`config.mk`:
```
export PLATFORM = sky130hd
export DESIGN_NAME = snx_front
export DESIGN_NICKNAME = d
export VERILOG_FILES = /design/src/rtl/core/simplex_noise_2d_top_macros.svh /design/src/rtl/core/snx_pkg.sv /design/src/rtl/core/snx_front.sv
export SDC_FILE = /design/constraint.sdc
export NUM_CORES = 2
export LEC_CHECK = 0
export BUFFER_PORTS_ARGS = -buffer_cell sky130_fd_sc_hd__buf_2
export CAP_MARGIN = 20
export CORE_MARGIN = 5
export CORE_UTILIZATION = 50
export CTS_BUF_LIST = sky130_fd_sc_hd__clkbuf_4 sky130_fd_sc_hd__clkbuf_8 sky130_fd_sc_hd__clkbuf_16
export CTS_CLUSTER_DIAMETER = 100
export DETAILED_ROUTE_END_ITERATION = 12
export PLACE_DENSITY = 0.81
export SYNTH_ARGS = -nofsm -noshare
export SYNTH_HDL_FRONTEND = slang
export SYNTH_SLANG_ARGS = --single-unit
```
`constraint.sdc`:
```
create_clock -name clk -period 11.8 [get_ports clk]
set_input_delay 0.59 -clock clk [delete_from_list [all_inputs] [get_ports clk]]
set_output_delay 0.59 -clock clk [all_outputs]
set_load 0.02 [all_outputs]
```
`src/rtl/core/simplex_noise_2d_top_macros.svh`:
```
// ----------------------------------------------------------------------------
// simplex_noise_2d_top_macros.svh
// Assertion macros shared by the simplex noise RTL.
// ----------------------------------------------------------------------------
`ifndef SIMPLEX_NOISE_2D_TOP_MACROS_SVH
`define SIMPLEX_NOISE_2D_TOP_MACROS_SVH

// same-cycle implication, sampled on clk, off during reset
`define SNX_ASSERT_IMP(lbl, ante, cons, msg) \
    lbl: assert property (@(posedge clk) disable iff (!rst_n) (ante) |-> (cons)) \
        else $error(msg);

// next-cycle implication, sampled on clk, off during reset
`define SNX_ASSERT_NXT(lbl, ante, cons, msg) \
    lbl: assert property (@(posedge clk) disable iff (!rst_n) (ante) |=> (cons)) \
        else $error(msg);

`endif

```
`src/rtl/core/snx_pkg.sv`:
```
// ----------------------------------------------------------------------------
// snx_pkg
// Constants, widths and small functions for the simplex noise pipeline.
// ----------------------------------------------------------------------------
package snx_pkg;

    // table geometry
    localparam int TABLE_SIZE = 256;
    localparam int IDX_W      = $clog2(TABLE_SIZE);
    localparam int PERM_W     = 8;
    localparam int GSEL_W     = 4;

    // number formats
    localparam int COORD_W = 32;
    localparam int IJ_W    = 18;   // cell index
    localparam int T_W     = 35;   // unskew offset
    localparam int D_W     = 20;   // corner offsets, Q16 with small integer part
    localparam int G_W     = 18;   // gradient components
    localparam int C_W     = 32;   // one corner contribution
    localparam int NOISE_W = 16;

    // pipeline depth, stage 0 captures the item, last stage is the output
    localparam int NSTAGE = 14;

    // skew constants, Q30
    localparam logic signed [29:0] F2_Q30 = 30'sd393016785;
    localparam logic signed [29:0] G2_Q30 = 30'sd226908346;

    // Q16 constants
    localparam logic signed [D_W-1:0] Q_ONE_D = 20'sd65536;
    localparam logic signed [D_W-1:0] Q_G2_D  = 20'sd13849;
    localparam logic signed [G_W-1:0] G_ONE   = 18'sd65536;
    localparam logic signed [G_W-1:0] G_HALF  = 18'sd32768;
    localparam logic signed [G_W-1:0] G_SQ    = 18'sd56756;
    localparam logic signed [G_W-1:0] G_ZERO  = 18'sd0;

    // output scale 45.23 in Q15
    localparam logic signed [21:0] SCALE_Q15 = 22'sd1482097;

    typedef logic [NSTAGE-1:0] stage_en_t;

    // byte mod 12 by reciprocal multiply, exact for 0..255
    function automatic logic [GSEL_W-1:0] mod12(input logic [PERM_W-1:0] v);
        logic [15:0] p;
        logic [4:0]  q;
        logic [7:0]  r;
        p = {8'd0, v} * 16'd171;
        q = p[15:11];
        r = v - 8'({q, 3'b000}) - 8'({q, 2'b00});
        return r[GSEL_W-1:0];
    endfunction

    // twelve unit gradients at 30 degree steps, x component
    function automatic logic signed [G_W-1:0] grad_x(input logic [GSEL_W-1:0] g);
        logic signed [G_W-1:0] r;
        case (g)
            4'd0:    r = G_ONE;
            4'd1:    r = G_SQ;
            4'd2:    r = G_HALF;
            4'd3:    r = G_ZERO;
            4'd4:    r = -G_HALF;
            4'd5:    r = -G_SQ;
            4'd6:    r = -G_ONE;
            4'd7:    r = -G_SQ;
            4'd8:    r = -G_HALF;
            4'd9:    r = G_ZERO;
            4'd10:   r = G_HALF;
            4'd11:   r = G_SQ;
            default: r = G_ZERO;
        endcase
        return r;
    endfunction

    // y component
    function automatic logic signed [G_W-1:0] grad_y(input logic [GSEL_W-1:0] g);
        logic signed [G_W-1:0] r;
        case (g)
            4'd0:    r = G_ZERO;
            4'd1:    r = G_HALF;
            4'd2:    r = G_SQ;
            4'd3:    r = G_ONE;
            4'd4:    r = G_SQ;
            4'd5:    r = G_HALF;
            4'd6:    r = G_ZERO;
            4'd7:    r = -G_HALF;
            4'd8:    r = -G_SQ;
            4'd9:    r = -G_ONE;
            4'd10:   r = -G_SQ;
            4'd11:   r = -G_HALF;
            default: r = G_ZERO;
        endcase
        return r;
    endfunction

endpackage

```
`src/rtl/core/snx_front.sv`:
```
// ----------------------------------------------------------------------------
// snx_front
// Skew to the simplex cell, unskew offset and first corner offset.
// Stages 0 to 4 of the pipeline.
// ----------------------------------------------------------------------------
module snx_front (
    input  logic                                   clk,
    input  snx_pkg::stage_en_t                     en,
    input  logic signed [snx_pkg::COORD_W-1:0]     x_coord,
    input  logic signed [snx_pkg::COORD_W-1:0]     y_coord,
    output logic signed [snx_pkg::IJ_W-1:0]        j_s2,
    output logic signed [snx_pkg::IJ_W-1:0]        i_s4,
    output logic signed [snx_pkg::D_W-1:0]         x0_s4,
    output logic signed [snx_pkg::D_W-1:0]         y0_s4
);
    import snx_pkg::*;

    logic signed [COORD_W-1:0] x0_reg, y0_reg, x1_reg, y1_reg, x2_reg, y2_reg;
    logic signed [COORD_W-1:0] x3_reg, y3_reg;
    logic signed [62:0]        s1_reg;
    logic signed [62:0]        s1_next;
    logic signed [COORD_W:0]   xy_sum;
    logic signed [63:0]        ax_sum, ay_sum;
    logic signed [IJ_W-1:0]    i2_reg, j2_reg, i3_reg, j3_reg, i4_reg;
    logic signed [IJ_W:0]      ij_sum;
    logic signed [48:0]        t_prod;
    logic signed [T_W-1:0]     t3_reg, t3_next;
    logic signed [35:0]        x0_wide, y0_wide;
    logic signed [D_W-1:0]     x4_reg, y4_reg;

    // stage 1: s = (x + y) * F2
    assign xy_sum  = {x0_reg[COORD_W-1], x0_reg} + {y0_reg[COORD_W-1], y0_reg};
    assign s1_next = xy_sum * F2_Q30;

    // stage 2: cell index, floor of (x + s) in Q46
    assign ax_sum = {{2{x1_reg[COORD_W-1]}}, x1_reg, 30'd0} + {s1_reg[62], s1_reg};
    assign ay_sum = {{2{y1_reg[COORD_W-1]}}, y1_reg, 30'd0} + {s1_reg[62], s1_reg};

    // stage 3: unskew offset, rounded half up to Q16
    assign ij_sum  = {i2_reg[IJ_W-1], i2_reg} + {j2_reg[IJ_W-1], j2_reg};
    assign t_prod  = ij_sum * G2_Q30 + 49'sd8192;
    assign t3_next = t_prod[48:14];

    // stage 4: distance to the cell origin
    assign x0_wide = {{4{x3_reg[COORD_W-1]}}, x3_reg}
                   - {{2{i3_reg[IJ_W-1]}}, i3_reg, 16'd0}
                   + {t3_reg[T_W-1], t3_reg};
    assign y0_wide = {{4{y3_reg[COORD_W-1]}}, y3_reg}
                   - {{2{j3_reg[IJ_W-1]}}, j3_reg, 16'd0}
                   + {t3_reg[T_W-1], t3_reg};

    always_ff @(posedge clk)
    begin
        if (en[0])
        begin
            x0_reg <= x_coord;
            y0_reg <= y_coord;
        end
        if (en[1])
        begin
            s1_reg <= s1_next;
            x1_reg <= x0_reg;
            y1_reg <= y0_reg;
        end
        if (en[2])
        begin
            i2_reg <= ax_sum[63:46];
            j2_reg <= ay_sum[63:46];
            x2_reg <= x1_reg;
            y2_reg <= y1_reg;
        end
        if (en[3])
        begin
            t3_reg <= t3_next;
            i3_reg <= i2_reg;
            j3_reg <= j2_reg;
            x3_reg <= x2_reg;
            y3_reg <= y2_reg;
        end
        if (en[4])
        begin
            i4_reg <= i3_reg;
            x4_reg <= x0_wide[D_W-1:0];
            y4_reg <= y0_wide[D_W-1:0];
        end
    end

    assign j_s2  = j2_reg;
    assign i_s4  = i4_reg;
    assign x0_s4 = x4_reg;
    assign y0_s4 = y4_reg;

endmodule

```
==> results.json <==
{
  "grt_usage": 0.226,
  "ctsHtreeMaxLevel": 2,
  "ios": 155,
  "dieArea_mm2": 0.0924,
  "ys_seq_area_frac": 0.262,
  "drt-initial-drc-count": 1643,
  "nets": 5456,
  "initial_core_util": 0.506,
  "setup_viol": 0,
  "grt_use_met3": 0.0480,
  "postCtsSetupBuffers": 0,
  "cts_resized": 0,
  "overflow": 0,
  "cp_slowest_cell": "fa_1",
  "cts_sinks": 377,
  "outcome": "finished, final reports clean",
  "syn_area_mm2": 0.0432,
  "slew_headroom": 0.277,
  "cts_hold_buf": 0,
  "drc": 0,
  "hold_path_class": "input pin to flip-flop",
  "multiInputGateArea_mm2": 0.0278,
  "fillers": 7158,
  "cts.clk_slew.worst_paths_ns": 0.06,
  "skew_ns": 0.0475,
  "core_area_mm2": 0.0854,
  "setup_tns_ns": 0,
  "synth_most_common_cell": "inv_1",
  "met2_usage": 0.396,
  "critPathKind": "flip-flop to flip-flop",
  "fmax_ghz": 0.0913,
  "hold_viol": 0,
  "arrival_ns": 11.27,
  "antenna_found_initial": 1,
  "grtUsageMet1": 0.284,
  "wire_per_inst_um": 19.6,
  "grt_pass1_wl_mm": 164,
  "rsz0062_at_grt": "false",
  "largest_reg_flops": 33,
  "drt-pass1-iter-count": 6,
  "gp_congestion": 0.978,
  "utilization": 0.552,
  "postSynth.asyncResetShare": 0,
  "synth_cells": 3828,
  "synth_top_area_share": 0.288,
  "grt_pass1_vias": 30200,
  "synth_ff_type": "edfxtp_1",
  "clock-root-buffer": "clkbuf_16",
  "wl_mm": 103,
  "grt_max_degree": 79,
  "required_ns": 12.11,
  "dp_cells": 5159,
  "worst_slew_pin_slew_ns": 1.08,
  "dr_total_vias": 27400,
  "min_path_cells": 1,
  "die_h_um": 304,
  "min_period_ns": 10.96,
  "clock_latency_ns": 0.61,
  "drv_cap": 0,
  "holdWs_ns": 0.150,
  "synth_cell_type_count": 76,
  "fin_crit_sh": 0.928,
  "dp_hpwl_mm": 88.9,
  "ys_seq_elements": 377,
  "die_w_um": 304,
  "antenna_left": 0,
  "yosysWarningCount": 0,
  "cts_tree": "done",
  "viasPerCell": 5.24,
  "fin_cells": 5236,
  "synth_edf_count": 377,
  "port_buffers": 145,
  "cp-start-kind": "flip-flop",
  "critPathCaptureType": "flip-flop",
  "synthTopCellsByCount": "1089 x inv_1, 697 x ha_1, 621 x fa_1, 377 x edfxtp_1, 134 x nor2_1",
  "clk_path_buf_depth": 3,
  "max_stage_delay_ns": 0.56,
  "worst-r2r-cell-count": 40,
  "maxSlewViolCount": 0,
  "rows": 107,
  "gr-max-usage-layer": "met2",
  "synthTopCellsByArea": "fa_1 29%, edfxtp_1 26%, ha_1 20%",
  "drive_above_1_share": 0.0748,
  "yosysTopAreaCell": "fa_1",
  "path_max_fanout": 6,
  "area_growth_pct": 9.22,
  "postSynthAreaPerCell_um2": 11.3,
  "cts_inserted_buffers": 42,
  "regArea_mm2": 0.0113,
  "synth_nets": 5225
}
[kinds of logic after synthesis]
group                      count (synthesis)  synth area share
adders and majority gates               1318             0.490
buffers and inverters                   1096            0.0953
and+or+nand+nor                          426            0.0489
AOI/OAI and AO/OA                        425            0.0662
DFF                                      377             0.262
xor gates and xnor gates                 182            0.0369
muxes                                      4          0.000985
[through the flow]
stage          setup WS, ns  area [µm²]
2_1_floorplan         0.339       43200
3_3_place_gp           1.07       45700
3_5_place_dp          0.980       45700
4_1_cts               0.910       47200
5_1_grt               0.282       47200
6_report              0.845       47200
[per-layer routing]
metal	wire, µm	vias to the layer above
met1	40500	13600
met4	3390	0
li1	-	12800
met5	0	-
met3	7840	180
met2	50900	839
[critical path, delay by kind of cell, from the launching register on]
family / cells / cell delay [ns]
AO/OA/AOI/OAI: 16 / 3.70
AND/OR/NAND/NOR: 4 / 0.85
XOR/XNOR: 3 / 0.86
buffers and inverters: 7 / 0.55
adder cells (fa/ha/maj): 10 / 4.26
flip-flops: 1 / 0.45
[cell usage in the layout, fill, tap and decap left out, types with 62 or more instances in the layout]
master / n
buf_2: 142
ha_1: 697
inv_1: 1089
fa_1: 621
a21o_1: 62
edfxtp_1: 377
nor2_1: 134
nand2_1: 76
a21oi_1: 110
o21ai_0: 82
xnor2_1: 122
[path summary, 6_finish.rpt]
kind                endpoint  slack, ns       start
hold reg to reg   y3_reg[17]       0.41  y2_reg[17]
setup reg to reg  t3_reg[19]       0.84     j_s2[0]
hold / removal     x0_reg[8]       0.15  x_coord[8]
setup / recovery  t3_reg[19]       0.84     j_s2[0]
[cell type report]
type	instances	share of cell area
Timing Repair Buffer	194	0.0233
Inverter	1089	0.0866
Sequential cell	377	0.240
Antenna cell	1	0.0000530
Clock buffer	44	0.0226
Multi-Input combinational cell	2355	0.589
Clock inverter	32	0.00801
Tap cell	1144	0.0303
Power is left out: the tool's default activity adds up to more than one toggle a clock period on the data nets, which glitch-free logic cannot reach.
