===== src/rtl/core/simplex_noise_2d_top_macros.svh =====
// ----------------------------------------------------------------------------
// simplex_noise_2d_top_macros.svh
// Assertion macros shared by the simplex noise RTL.
// ----------------------------------------------------------------------------
`ifndef SIMPLEX_NOISE_2D_TOP_MACROS_SVH
`define SIMPLEX_NOISE_2D_TOP_MACROS_SVH

// same-cycle implication, sampled on clk, off during reset
`define SNX_ASSERT_IMP(lbl, ante, cons, msg) \
    lbl: assert property (@(posedge clk) disable iff (!rst_n) (ante) |-> (cons)) \
        else $error(msg);

// next-cycle implication, sampled on clk, off during reset
`define SNX_ASSERT_NXT(lbl, ante, cons, msg) \
    lbl: assert property (@(posedge clk) disable iff (!rst_n) (ante) |=> (cons)) \
        else $error(msg);

`endif


===== src/rtl/core/snx_pkg.sv =====
// ----------------------------------------------------------------------------
// snx_pkg
// Constants, widths and small functions for the simplex noise pipeline.
// ----------------------------------------------------------------------------
package snx_pkg;

    // table geometry
    localparam int TABLE_SIZE = 256;
    localparam int IDX_W      = $clog2(TABLE_SIZE);
    localparam int PERM_W     = 8;
    localparam int GSEL_W     = 4;

    // number formats
    localparam int COORD_W = 32;
    localparam int IJ_W    = 18;   // cell index
    localparam int T_W     = 35;   // unskew offset
    localparam int D_W     = 20;   // corner offsets, Q16 with small integer part
    localparam int G_W     = 18;   // gradient components
    localparam int C_W     = 32;   // one corner contribution
    localparam int NOISE_W = 16;

    // pipeline depth, stage 0 captures the item, last stage is the output
    localparam int NSTAGE = 14;

    // skew constants, Q30
    localparam logic signed [29:0] F2_Q30 = 30'sd393016785;
    localparam logic signed [29:0] G2_Q30 = 30'sd226908346;

    // Q16 constants
    localparam logic signed [D_W-1:0] Q_ONE_D = 20'sd65536;
    localparam logic signed [D_W-1:0] Q_G2_D  = 20'sd13849;
    localparam logic signed [G_W-1:0] G_ONE   = 18'sd65536;
    localparam logic signed [G_W-1:0] G_HALF  = 18'sd32768;
    localparam logic signed [G_W-1:0] G_SQ    = 18'sd56756;
    localparam logic signed [G_W-1:0] G_ZERO  = 18'sd0;

    // output scale 45.23 in Q15
    localparam logic signed [21:0] SCALE_Q15 = 22'sd1482097;

    typedef logic [NSTAGE-1:0] stage_en_t;

    // byte mod 12 by reciprocal multiply, exact for 0..255
    function automatic logic [GSEL_W-1:0] mod12(input logic [PERM_W-1:0] v);
        logic [15:0] p;
        logic [4:0]  q;
        logic [7:0]  r;
        p = {8'd0, v} * 16'd171;
        q = p[15:11];
        r = v - 8'({q, 3'b000}) - 8'({q, 2'b00});
        return r[GSEL_W-1:0];
    endfunction

    // twelve unit gradients at 30 degree steps, x component
    function automatic logic signed [G_W-1:0] grad_x(input logic [GSEL_W-1:0] g);
        logic signed [G_W-1:0] r;
        case (g)
            4'd0:    r = G_ONE;
            4'd1:    r = G_SQ;
            4'd2:    r = G_HALF;
            4'd3:    r = G_ZERO;
            4'd4:    r = -G_HALF;
            4'd5:    r = -G_SQ;
            4'd6:    r = -G_ONE;
            4'd7:    r = -G_SQ;
            4'd8:    r = -G_HALF;
            4'd9:    r = G_ZERO;
            4'd10:   r = G_HALF;
            4'd11:   r = G_SQ;
            default: r = G_ZERO;
        endcase
        return r;
    endfunction

    // y component
    function automatic logic signed [G_W-1:0] grad_y(input logic [GSEL_W-1:0] g);
        logic signed [G_W-1:0] r;
        case (g)
            4'd0:    r = G_ZERO;
            4'd1:    r = G_HALF;
            4'd2:    r = G_SQ;
            4'd3:    r = G_ONE;
            4'd4:    r = G_SQ;
            4'd5:    r = G_HALF;
            4'd6:    r = G_ZERO;
            4'd7:    r = -G_HALF;
            4'd8:    r = -G_SQ;
            4'd9:    r = -G_ONE;
            4'd10:   r = -G_SQ;
            4'd11:   r = -G_HALF;
            default: r = G_ZERO;
        endcase
        return r;
    endfunction

endpackage


===== src/rtl/core/snx_corner.sv =====
// ----------------------------------------------------------------------------
// snx_corner
// Falloff contribution of one simplex corner, (0.5 - d^2)^4 * dot(g, d).
// Stages 6 to 10 of the pipeline.
// ----------------------------------------------------------------------------
module snx_corner (
    input  logic                                 clk,
    input  logic [4:0]                           en,
    input  logic signed [snx_pkg::D_W-1:0]       dx,
    input  logic signed [snx_pkg::D_W-1:0]       dy,
    input  logic [snx_pkg::GSEL_W-1:0]           gsel,
    output logic signed [snx_pkg::C_W-1:0]       contrib
);
    import snx_pkg::*;

    logic signed [2*D_W-1:0]     sqx_reg, sqy_reg;
    logic signed [G_W+D_W-1:0]   gdx_reg, gdy_reg;
    logic signed [2*D_W:0]       r2_sum;
    logic [24:0]                 r2;
    logic [16:0]                 t_diff;
    logic signed [G_W+D_W:0]     dot_sum;
    logic [15:0]                 t_reg;
    logic [31:0]                 t_sq;
    logic [14:0]                 t2_reg;
    logic [29:0]                 t2_sq;
    logic [12:0]                 t4_reg;
    logic signed [17:0]          dot7_reg, dot8_reg, dot9_reg;
    logic                        cut7_reg, cut8_reg, cut9_reg;
    logic signed [C_W-1:0]       c_prod;
    logic signed [C_W-1:0]       c_reg, c_next;

    // stage 7: r2 = d.d floored to Q16, t = 0.5 - r2, dot floored to Q16
    assign r2_sum  = {sqx_reg[2*D_W-1], sqx_reg} + {sqy_reg[2*D_W-1], sqy_reg};
    assign r2      = r2_sum[40:16];
    assign t_diff  = 17'd32768 - {1'b0, r2[15:0]};
    assign dot_sum = {gdx_reg[G_W+D_W-1], gdx_reg} + {gdy_reg[G_W+D_W-1], gdy_reg};

    // stages 8 and 9: squares floored to Q16
    assign t_sq  = t_reg * t_reg;
    assign t2_sq = t2_reg * t2_reg;

    // stage 10: corner past the cutoff adds nothing
    assign c_prod = $signed({1'b0, t4_reg}) * dot9_reg;
    assign c_next = cut9_reg ? '0 : c_prod;

    always_ff @(posedge clk)
    begin
        if (en[0])
        begin
            sqx_reg <= dx * dx;
            sqy_reg <= dy * dy;
            gdx_reg <= grad_x(gsel) * dx;
            gdy_reg <= grad_y(gsel) * dy;
        end
        if (en[1])
        begin
            t_reg    <= t_diff[15:0];
            cut7_reg <= (r2 > 25'd32768);
            dot7_reg <= dot_sum[33:16];
        end
        if (en[2])
        begin
            t2_reg   <= t_sq[30:16];
            cut8_reg <= cut7_reg;
            dot8_reg <= dot7_reg;
        end
        if (en[3])
        begin
            t4_reg   <= t2_sq[28:16];
            cut9_reg <= cut8_reg;
            dot9_reg <= dot8_reg;
        end
        if (en[4])
        begin
            c_reg <= c_next;
        end
    end

    assign contrib = c_reg;

endmodule


===== config.mk =====
export PLATFORM = sky130hd
export DESIGN_NAME = snx_corner
export DESIGN_NICKNAME = d
export VERILOG_FILES = /design/src/rtl/core/simplex_noise_2d_top_macros.svh /design/src/rtl/core/snx_pkg.sv /design/src/rtl/core/snx_corner.sv
export SDC_FILE = /design/constraint.sdc
export NUM_CORES = 2
export LEC_CHECK = 0
export BUFFER_PORTS_ARGS = -buffer_cell sky130_fd_sc_hd__buf_4
export CORE_MARGIN = 2
export CORE_UTILIZATION = 45
export CTS_CLUSTER_DIAMETER = 120
export DETAILED_ROUTE_END_ITERATION = 6
export PLACE_DENSITY = 0.64
export SLEW_MARGIN = 20
export SYNTH_ARGS = -nofsm -noshare
export SYNTH_HDL_FRONTEND = slang
export SYNTH_SLANG_ARGS = --single-unit

===== constraint.sdc =====
create_clock -name clk -period 7.9 [get_ports clk]
set_input_delay 0.395 -clock clk [delete_from_list [all_inputs] [get_ports clk]]
set_output_delay 0.395 -clock clk [all_outputs]
set_load 0.01 [all_outputs]

==> metrics.txt <==
# TYPE chip_impl_metric gauge
chip_impl_metric{name="htree_num_levels",unit=""} 2
chip_impl_metric{name="io_buffers",unit=""} 81
chip_impl_metric{name="worstPathBufferInverterCount",unit=""} 8
chip_impl_metric{name="max_slew_violation_total_from_the_final_report",unit=""} 0
chip_impl_metric{name="floorplan.die_area",unit="mm^2"} 0.1743
chip_impl_metric{name="hold_violations",unit=""} 0
chip_impl_metric{name="cts.hold.buffers_added",unit=""} 0
chip_impl_metric{name="fillers",unit=""} 15810
chip_impl_metric{name="max_clock_freq",unit="MHz"} 135.2
chip_impl_metric{name="yosys.area_share.xor_xnor",unit="%"} 3.574
chip_impl_info{name="hold_path_class",value="in -> reg"} 1
chip_impl_metric{name="async_flop_share",unit="%"} 0
chip_impl_metric{name="fin_worst_skew",unit="ps"} 25.44
chip_impl_metric{name="timing_worst_slew_pin_value",unit="ps"} 969.2
chip_impl_metric{name="detail_route.iter0.violations",unit=""} 2710
chip_impl_metric{name="worstPathArrival",unit="ps"} 7710
chip_impl_metric{name="post_cts_resized",unit=""} 0
chip_impl_info{name="crit_type",value="in -> reg"} 1
chip_impl_metric{name="cts-buffers-inserted",unit=""} 36
chip_impl_metric{name="synth_cell_types",unit=""} 80
chip_impl_info{name="tritoncts",value="done"} 1
chip_impl_metric{name="num_vias",unit=""} 50420
chip_impl_info{name="crit_family",value="adder cells"} 1
chip_impl_metric{name="synth-simple-area-share",unit="%"} 10.19
chip_impl_metric{name="grt_first_pass_wirelength",unit="um"} 289400
chip_impl_metric{name="dp.final_hpwl",unit="um"} 150100
chip_impl_metric{name="whs",unit="ps"} 293.3
chip_impl_metric{name="synth-adder-area-share",unit="%"} 58.56
chip_impl_metric{name="ioPinCount",unit=""} 82
chip_impl_metric{name="number_of_antenna_violations_at_the_first_check_in_global_routing",unit=""} 7
chip_impl_metric{name="grt_max_degree",unit=""} 73
chip_impl_metric{name="n_antenna_cell",unit=""} 0
chip_impl_metric{name="syn_area",unit="mm^2"} 0.07694
chip_impl_metric{name="required",unit="ps"} 8220
chip_impl_metric{name="width_of_the_chip",unit="um"} 417.5
chip_impl_metric{name="via_count_of_the_first_global_routing_pass",unit=""} 56190
chip_impl_metric{name="timing.reg2reg.setup_slack",unit="ps"} 680
chip_impl_metric{name="postLayoutCoreUtil",unit="%"} 48.22
chip_impl_metric{name="clock_sink_count",unit=""} 273
chip_impl_metric{name="slew_headroom",unit="%"} 35.38
chip_impl_metric{name="grt_overflow",unit=""} 0
chip_impl_info{name="setup_repair_after_global_routing_missed_its_margin",value="false"} 1
chip_impl_metric{name="finalSetupViolations",unit=""} 0
chip_impl_metric{name="post_route_cells_drive_above_1_share",unit="%"} 4.268
chip_impl_metric{name="route.final.wire_length",unit="um"} 172300
chip_impl_metric{name="cpPeakStageDelay",unit="ps"} 680
chip_impl_metric{name="global_route.usage.total",unit="%"} 20.78
chip_impl_metric{name="worst_setup_hold_path_clk_slew",unit="ps"} 60
chip_impl_info{name="status",value="finished, final reports clean"} 1
chip_impl_info{name="synth_top_family_by_area",value="adder cells"} 1
chip_impl_info{name="worstSetupEndpointType",value="register"} 1
chip_impl_metric{name="detail_route.first_pass.iterations",unit=""} 7
chip_impl_metric{name="synth-compound-area-share",unit="%"} 5.244
chip_impl_info{name="dominantRegCellSynth",value="sky130_fd_sc_hd__edfxtp_1"} 1
chip_impl_metric{name="routed_via_density",unit=""} 5.008
chip_impl_metric{name="clk_path_buf_depth",unit=""} 3
chip_impl_metric{name="drv.max_cap_violation_count",unit=""} 0
chip_impl_metric{name="min_period",unit="ps"} 7396
chip_impl_metric{name="num_rows",unit=""} 151
chip_impl_metric{name="finish.net_count",unit=""} 10410
chip_impl_metric{name="clock_latency_reported_for_the_late_side_of_the_worst_skew_pair",unit="ps"} 570
chip_impl_metric{name="layout_worst_path_cycle_share",unit="%"} 93.62
chip_impl_info{name="critical_path.most_common_cell",value="sky130_fd_sc_hd__fa_1"} 1
chip_impl_metric{name="drc",unit=""} 0
chip_impl_metric{name="ys_seq_area_share",unit="%"} 10.65
chip_impl_metric{name="fp.coreArea",unit="mm^2"} 0.1697
chip_impl_metric{name="finalSetupTns",unit="ps"} 0
chip_impl_metric{name="ys_seq_elements",unit=""} 273
chip_impl_info{name="cts.root.buffer_cell",value="sky130_fd_sc_hd__clkbuf_16"} 1
chip_impl_metric{name="area_growth",unit="%"} 6.335
chip_impl_metric{name="place_congestion",unit=""} 0.9175
chip_impl_metric{name="yosysWarningCount",unit=""} 0
chip_impl_info{name="cp_max_delay_cell",value="sky130_fd_sc_hd__fa_1"} 1
chip_impl_metric{name="buffers_inserted_by_post_cts_timing_repair",unit=""} 0
chip_impl_metric{name="postSynthNetCount",unit=""} 10350
chip_impl_info{name="kind_of_start_point_of_the_critical_path",value="primary input"} 1
chip_impl_metric{name="synthCells",unit=""} 7757
chip_impl_metric{name="die_height",unit="um"} 417.5
chip_impl_metric{name="synth_edf_count",unit=""} 273
chip_impl_metric{name="route.detailed.wl_per_inst",unit="um"} 17.12
chip_impl_metric{name="synthMuxAreaShare",unit="%"} 0.1512
chip_impl_metric{name="syn_area_per_cell",unit="um^2"} 9.919
chip_impl_metric{name="path_max_fanout",unit=""} 12
chip_impl_metric{name="initial_core_util",unit="%"} 45.35
chip_impl_metric{name="antenna_left",unit=""} 0
final timing paths:
path,endpoint,startpoint,depth (start not counted)
setup reg to reg,t2_reg[14],t_reg[3],25
hold reg to reg,dot9_reg[14],dot8_reg[14],0
setup / recovery,gdx_reg[32],gsel[0],30
hold / removal,contrib[28],en[4],1
synthesized netlist by cell type (7+ instances only):
cell                       number  area (um^2)
sky130_fd_sc_hd__a211oi_1      23        172.7
sky130_fd_sc_hd__a21o_1        87        653.1
sky130_fd_sc_hd__a21oi_1      190        950.9
sky130_fd_sc_hd__a31oi_1       18        112.6
sky130_fd_sc_hd__and2_1       436         2728
sky130_fd_sc_hd__and3_1        16        100.1
sky130_fd_sc_hd__and4_1        11        96.34
sky130_fd_sc_hd__buf_1          7        26.28
sky130_fd_sc_hd__clkbuf_1     175        656.9
sky130_fd_sc_hd__edfxtp_1     273         8198
sky130_fd_sc_hd__fa_1        1767        35370
sky130_fd_sc_hd__ha_1         774         9684
sky130_fd_sc_hd__inv_1       2196         8243
sky130_fd_sc_hd__nand2_1      650         2440
sky130_fd_sc_hd__nand2b_1      27        168.9
sky130_fd_sc_hd__nand3_1       32        160.2
sky130_fd_sc_hd__nand4_1       17        106.4
sky130_fd_sc_hd__nor2_1       251        942.2
sky130_fd_sc_hd__nor2b_1       55        344.1
sky130_fd_sc_hd__nor3_1        54        270.3
sky130_fd_sc_hd__nor4_1        11        68.82
sky130_fd_sc_hd__o211ai_1      10        75.07
sky130_fd_sc_hd__o21a_1        45        337.8
sky130_fd_sc_hd__o21ai_0      104        520.5
sky130_fd_sc_hd__o21ai_1        7        35.03
sky130_fd_sc_hd__o21bai_1      26        195.2
sky130_fd_sc_hd__o22ai_1       10        62.56
sky130_fd_sc_hd__o31ai_1        9        67.56
sky130_fd_sc_hd__or2_2         33        206.5
sky130_fd_sc_hd__or3_1         15        93.84
sky130_fd_sc_hd__xnor2_1      230         2014
sky130_fd_sc_hd__xor2_1        84        735.7
per-layer routing:
| layer | track usage, % | vias to the layer above | wire length [um] | share of wire (%) |
|---|---|---|---|---|
| li1 | - | 23240 | - | - |
| met1 | 27.26 | 25950 | 73070 | 42 |
| met2 | 36.50 | 972 | 86780 | 50 |
| met3 | 2.190 | 252 | 7084 | 4.1 |
| met4 | 5.807 | 6 | 5356 | 3.1 |
| met5 | 0 | - | 34 | 0.020 |
cells by family after synthesis:
group | count (synthesis)
mux | 11
buf+inv | 2383
compound gates | 615
flops | 273
simple gates | 1620
fa+ha+maj | 2541
xor+xnor | 314
through the flow:
step	cell area [um^2]	cells	setup WS, ps
after global routing	81820	10070	56.11
after global placement	80630	10000	-180.7
final	81820	10070	503.7
after CTS	81810	10070	389.2
after detailed placement	80630	10000	-203.4
after floorplan	76940	7757	570.0
layout by cell type (no fill, tap or decap), drive strengths merged, types with 87 or more instances in the layout:
master  instances
a21o           87
a21oi         192
and2          436
nor2          251
nand2         651
fa           1767
edfxtp        273
o21ai         111
xnor2         230
ha            774
buf           211
inv          2205
cell type report:
type,instances,area [um^2],area share (%)
multi-input combinational,5101,59810,73.10
tap,2218,2775,3.392
timing repair buffer,211,1600,1.956
clock buffer,43,969.7,1.185
clock inverter,23,212.7,0.2600
sequential,273,8198,10.02
inverter,2199,8254,10.09
Power is not shown: default switching activity piles up to over one toggle a cycle in this logic, so the estimate is an artifact.
